<file path="config.mk">
export PLATFORM = sky130hd
export DESIGN_NAME = bfdh_ctrl
export DESIGN_NICKNAME = d
export VERILOG_FILES = /design/src/hdl/bfdh_pkg.sv /design/src/hdl/bfdh_ctrl.sv
export SDC_FILE = /design/constraint.sdc
export NUM_CORES = 1
export LEC_CHECK = 0
export BUFFER_PORTS_ARGS = -buffer_cell sky130_fd_sc_hd__buf_2
export CELL_PAD_IN_SITES_DETAIL_PLACEMENT = 2
export CELL_PAD_IN_SITES_GLOBAL_PLACEMENT = 2
export CORE_ASPECT_RATIO = 1.1
export CORE_UTILIZATION = 28
export DETAILED_ROUTE_END_ITERATION = 12
export PLACE_DENSITY_LB_ADDON = 0.1
export SKIP_LAST_GASP = 1
export SLEW_MARGIN = 15
export SYNTH_ARGS = -nofsm -noshare
export SYNTH_HDL_FRONTEND = slang
export SYNTH_SLANG_ARGS = --single-unit
</file>
<file path="constraint.sdc">
create_clock -name clk -period 2.4 [get_ports clk]
set_input_delay 0.48 -clock clk [delete_from_list [all_inputs] [get_ports clk]]
set_output_delay 0.48 -clock clk [all_outputs]
set_load 0.02 [all_outputs]
</file>
<file path="src/hdl/bfdh_pkg.sv">
`default_nettype none

package bfdh_pkg;

    // Field and register widths fixed by the interface
    localparam int BITS_W     = 17;
    localparam int HASH_W     = 5;
    localparam int CFG_IDX_W  = 2;
    localparam int CFG_DATA_W = 17;

    localparam int DEF_MAX_BITS      = 65536;
    localparam int DEF_MAX_KEY_BYTES = 64;

    localparam logic [63:0]       FNV_BASIS      = 64'hCBF29CE484222325;
    localparam logic [HASH_W-1:0] HASH_LIMIT     = 5'd30;
    localparam logic [BITS_W-1:0] BIT_COUNT_RST  = 17'd65536;
    localparam logic [HASH_W-1:0] HASH_COUNT_RST = 5'd7;
    localparam logic [BITS_W-1:0] MIN_BITS       = 17'd8;

    typedef enum logic [CFG_IDX_W-1:0] {
        CFG_BIT_COUNT  = 2'd0,
        CFG_HASH_COUNT = 2'd1
    } cfg_reg_t;

    typedef enum logic {
        OP_ADD   = 1'b0,
        OP_QUERY = 1'b1
    } opcode_t;

    typedef struct packed {
        logic       opcode;
        logic [7:0] key_byte;
        logic       key_last;
    } in_word_t;

    typedef struct packed {
        logic maybe_present;
        logic key_overflow;
    } out_word_t;

    typedef struct packed {
        logic clr;
        logic take;
        logic load;
        logic pass;
        logic minit;
        logic mod;
        logic idx_rd;
        logic idx_wr;
        logic finish;
    } cmd_t;

    typedef struct packed {
        logic clr_last;
        logic ovf_now;
        logic pass_last;
        logic mod_last;
        logic idx_last;
        logic miss;
    } status_t;

    // One FNV-1a round: xor the byte in, multiply by 2^40 + 0x1B3 as shift-adds
    function automatic logic [63:0] fnv_fold(input logic [63:0] h, input logic [7:0] b);
        logic [63:0] x;
        x = h ^ {56'd0, b};
        return (x << 40) + (x << 8) + (x << 7) + (x << 5) + (x << 4) + (x << 1) + x;
    endfunction

endpackage

`default_nettype wire

</file>
<file path="src/hdl/bfdh_ctrl.sv">
`default_nettype none

module bfdh_ctrl (
    input  wire logic            clk,
    input  wire logic            rst_n,
    input  wire logic            start,
    input  wire logic            key_last,
    input  wire bfdh_pkg::status_t status,
    output bfdh_pkg::cmd_t       cmd,
    output logic                 busy,
    output logic                 done
);

    typedef enum logic [8:0] {
        S_CLR   = 9'b000000001,
        S_IDLE  = 9'b000000010,
        S_LOAD  = 9'b000000100,
        S_PASS  = 9'b000001000,
        S_MINIT = 9'b000010000,
        S_MOD   = 9'b000100000,
        S_RD    = 9'b001000000,
        S_WR    = 9'b010000000,
        S_DONE  = 9'b100000000
    } state_t;

    state_t state_reg;
    state_t state_next;

    always_ff @(posedge clk or negedge rst_n)
    begin
        if (!rst_n)
        begin
            state_reg <= S_CLR;
        end
        else
        begin
            state_reg <= state_next;
        end
    end

    always_comb
    begin
        state_next = state_reg;
        cmd        = '0;
        case (state_reg)
            S_CLR:
            begin
                cmd.clr = 1'b1;
                if (status.clr_last)
                begin
                    state_next = S_IDLE;
                end
            end
            S_IDLE:
            begin
                if (start)
                begin
                    cmd.take = 1'b1;
                    if (key_last)
                    begin
                        state_next = status.ovf_now ? S_DONE : S_LOAD;
                    end
                end
            end
            S_LOAD:
            begin
                cmd.load   = 1'b1;
                state_next = S_PASS;
            end
            S_PASS:
            begin
                cmd.pass = 1'b1;
                if (status.pass_last)
                begin
                    state_next = S_MINIT;
                end
            end
            S_MINIT:
            begin
                cmd.minit  = 1'b1;
                state_next = S_MOD;
            end
            S_MOD:
            begin
                cmd.mod = 1'b1;
                if (status.mod_last)
                begin
                    state_next = S_RD;
                end
            end
            S_RD:
            begin
                cmd.idx_rd = 1'b1;
                state_next = S_WR;
            end
            S_WR:
            begin
                cmd.idx_wr = 1'b1;
                if (status.miss || status.idx_last)
                begin
                    state_next = S_DONE;
                end
                else
                begin
                    state_next = S_RD;
                end
            end
            S_DONE:
            begin
                cmd.finish = 1'b1;
                state_next = S_IDLE;
            end
            default:
            begin
                state_next = S_CLR;
            end
        endcase
    end

    assign busy = (state_reg != S_IDLE);
    assign done = (state_reg == S_DONE);

endmodule

`default_nettype wire

</file>
Word level (Yosys, flattened, before mapping)
Index checks and enable logic that the tools add are counted.
Word-level totals
  input port bits: 10
  word-level logic and storage cells: 36
  output and inout bits: 11
  register bits: 9
Cells by class
  equal/unequal tests: 15
  reduce and logical (&&, ||, !) cells: 2
  multiplexer cells: 18
Operator list (number)
  $pmux W9 S9: 1
  $mux W9: 7
  $mux W1: 10
  $ne A2 B2 Y1 const B: 5
  $eq A9 B1 Y1 const B: 1
  $eq A9 B2 Y1 const B: 1
  $eq A9 B3 Y1 const B: 1
  $eq A9 B4 Y1 const B: 1
  $eq A9 B5 Y1 const B: 1
  $eq A9 B6 Y1 const B: 1
  $eq A9 B7 Y1 const B: 1
  $eq A9 B8 Y1 const B: 1
  $eq A9 B9 Y1 const B: 1
  $ne A9 B2 Y1 const B: 1
  $reduce_and A5 Y1: 1
  $logic_or A1 B1 Y1: 1

Longest topological paths before layout
  word-level depth: 4
  gate-level depth with buffers: 6
  gate-level depth less buffers: 5

Worst setup path after synthesis
OpenSTA, ideal clock, no wires.
  kind: register to output
  start: register state_reg[1]
  end: output port cmd[4] in the netlist's numbering
  path buffers: 1
  arrival time: 1815 ps
  data required time: 1920 ps
  stages on the path, launching flop included: 5
  slack: 105 ps
  cell sequence: dfrtp_1 > buf_6 > or3_4 > nand3b_4 > nor4b_1
RTL lines
  start: declaration: RTL line bfdh_ctrl.sv:26  | state_t state_reg;
  start signal: assignment: RTL line bfdh_ctrl.sv:37  | state_reg <= state_next;
  end: declaration: RTL line bfdh_ctrl.sv:9  | output bfdh_pkg::cmd_t cmd,

==> impl_metrics.toml <==
[status]
status = "finished, final reports clean"

[pwr]
total_power_uw = 767
p_sw_share_pct = 42.7
clkPwrFrac_pct = 15.3
p_comb_share_pct = 52.6
p_leak_uw = 0.000402
seq_power_share_pct = 32.1
switchingPower_uw = 328
vdd_drop_max_mv = 0.292
p_int_uw = 439
power_density_mw_per_mm2 = 918

[floorplanning]
core_mm2 = 0.00227
die_area_mm2 = 0.00262
ios = 21
die_h_um = 53.6
die_x_um = 48.9
rows = 18
start_util_pct = 29.8

[placed_design]
placed_cell_area_um2 = 791
place_congestion = 0.700
port_buffers = 20
hpwl_mm = 1.53

[global_routing]
grt_use_total_pct = 16.2
antenna_found_initial = 0
grt_max_degree = 12
grt_pass1_wl_mm = 3.11
grt_pass1_vias = 665
overflow = 0

[synth]
syn_nets = 86
yosys-top-cells-count = "dfrtp_1, nand2_1, inv_1, nor4_1"
synthTopCellsByArea = "dfrtp_1, nor4_1, nand2_1, o2bb2ai_4, dfstp_2"
yosys.area.top_type_share_pct = 29.6
synth_cell_types = 32
synth-seq-cells = 9
yosys_warnings = 0
synth.avg_cell_area_um2 = 8.91
async_flop_share_pct = 100
syn_inst = 76
synth_top_area_cell = "dfrtp_1"
syn-cell-area_um2 = 677
yosysSeqAreaShare_pct = 33.5
synth-edff-count = 0
ys.flop_type = "dfrtp_1"

[clocking]
cts_made_buffers = 3
h-tree-depth = 1
cts_tree = "built"
clockBufferDepth = 2
clk_pin_slew_ns = 0.06
clock_sinks = 9
clock-root-buffer = "clkbuf_4"
insertion_delay_ns = 0.26

[critical_path]
critPathMaxFanout = 8
critPathKind = "reg2out"
arrival_ns = 1.83
cp-start-kind = "flip-flop"
rr_startpoint = "state_reg[1]"
worstPathRequired_ns = 1.92
critPathLaunch = "state_reg[1]"
cp-end-kind = "primary output"

[timing]
fin_crit_ns = 2.31
fmax_ghz = 0.432
finClkSkew_ns = 0.00221
tightest_slew_ns = 0.434
setup_viol = 0
finalHoldViolCount = 0
drv_slew = 0
finalCritPeriodShare_pct = 96.4
rsz0062_at_grt = "yes"
slew-limit-headroom_pct = 71.0

[routing]
wl_per_cell_um = 15.0
viasPerCell = 5.13
drt-pass1-iter-count = 4
vias = 647
wirelength_mm = 1.89
drtIter0Drc = 7
ant_nets = 0
drc = 0

[finish]
final_area_um2 = 836
largest_reg_flops = 9
n_antenna_cell = 0
area_growth_pct = 23.5
utilization_pct = 36.7
layout-drive-gt1-share_pct = 38.5
nNetsFinal = 107

[job]
cap_violations = 0

[hold_path]
hold_class = "in2async"
[cells in the final DEF, fill, tap and decap left out, types with 2 or more instances in the layout]
master and instances:
nor2_2 2, buf_2 20, dfrtp_1 7, nand2_1 8, nor3b_1 2, inv_1 6
o21ai_0 3, nor4_1 5, o2111ai_1 2, buf_4 2, xor2_1 2, a21oi_1 3
nand3_1 2, clkbuf_4 3, xnor2_1 2, nor2_1 3, nor3_1 5
[kinds of logic after synthesis]
logic type	Yosys count	share of synthesized area, %
DFF	9	33.5
muxes	1	2.22
buffers and inverters	12	9.06
xor gates and xnor gates	4	5.18
and+or+nand+nor	36	34.0
AOI/OAI and AO/OA	14	16.1
[final cells by class]
type / count / area (um^2)
Clock buffer: 4 / 26.3
Fill cell: 278 / 1440
Inverter: 6 / 22.5
Multi-Input combinational cell: 55 / 407
Sequential cell: 9 / 228
Tap cell: 30 / 37.5
Timing Repair Buffer: 22 / 115
[worst max-delay path, cell delays in order (launching register included)]
cell and delay (ns):
dfrtp_1 0.47, or3_4 0.41, nand3b_4 0.20, or2_4 0.30, inv_1 0.06, buf_2 0.15
[per-stage QoR]
step / setup WS [ns] / hold slack [ns] / TNS [ns] / cells
detailed placement: 0.281 / 0.354 / 0 / 122
global route: -0.00666 / 0.0638 / -0.0115 / 126
global placement: 0.360 / 0.350 / 0 / 122
finish: 0.0860 / 0.0728 / 0 / 126
floorplan: 0.105 / 0.184 / 0 / 76
CTS: 0.0305 / 0.0659 / 0 / 126
[layer usage]
| metal | vias to the layer above | global-route usage, % | part of all wire [%] |
|---|---|---|---|
| li1 | 312 | - | - |
| met1 | 319 | 18.8 | 45 |
| met2 | 14 | 30.6 | 52 |
| met3 | 2 | 2.54 | 2.8 |
| met4 | 0 | 5.88 | 0.79 |
| met5 | - | 0 | 0 |
[power groups by stage]
stage               logic (uW)  clock network [uW]  registers (uW)
finish                     403                 118             246
global route               452                 133             254
CTS                        410                 126             246
detailed placement         408                   0             249
global placement           401                   0             247
floorplan                  366                   0             197
[what timing repair did]
| action | in CTS | in global routing |
|---|---|---|
| endpoints found under the setup margin | 1 | 6 |
| setup buffers | 0 | 0 |
| hold buffers | 0 | 0 |
| gates resized for setup | 1 | 4 |
[final timing paths]
| check | depth (start not counted) | slack [ns] | end |
|---|---|---|---|
| max reg2reg | 5 | 0.40 | state_reg[1] |
| max in group asynchronous | 1 | 2.07 | state_reg[0] |
| min in group clk | 2 | 0.39 | state_reg[2] |
| min reg2reg | 1 | 0.61 | state_reg[6] |
| max | 5 | 0.09 | cmd[3] |
| min | 1 | 0.07 | state_reg[3] |
(Power assumes the default switching activity.)
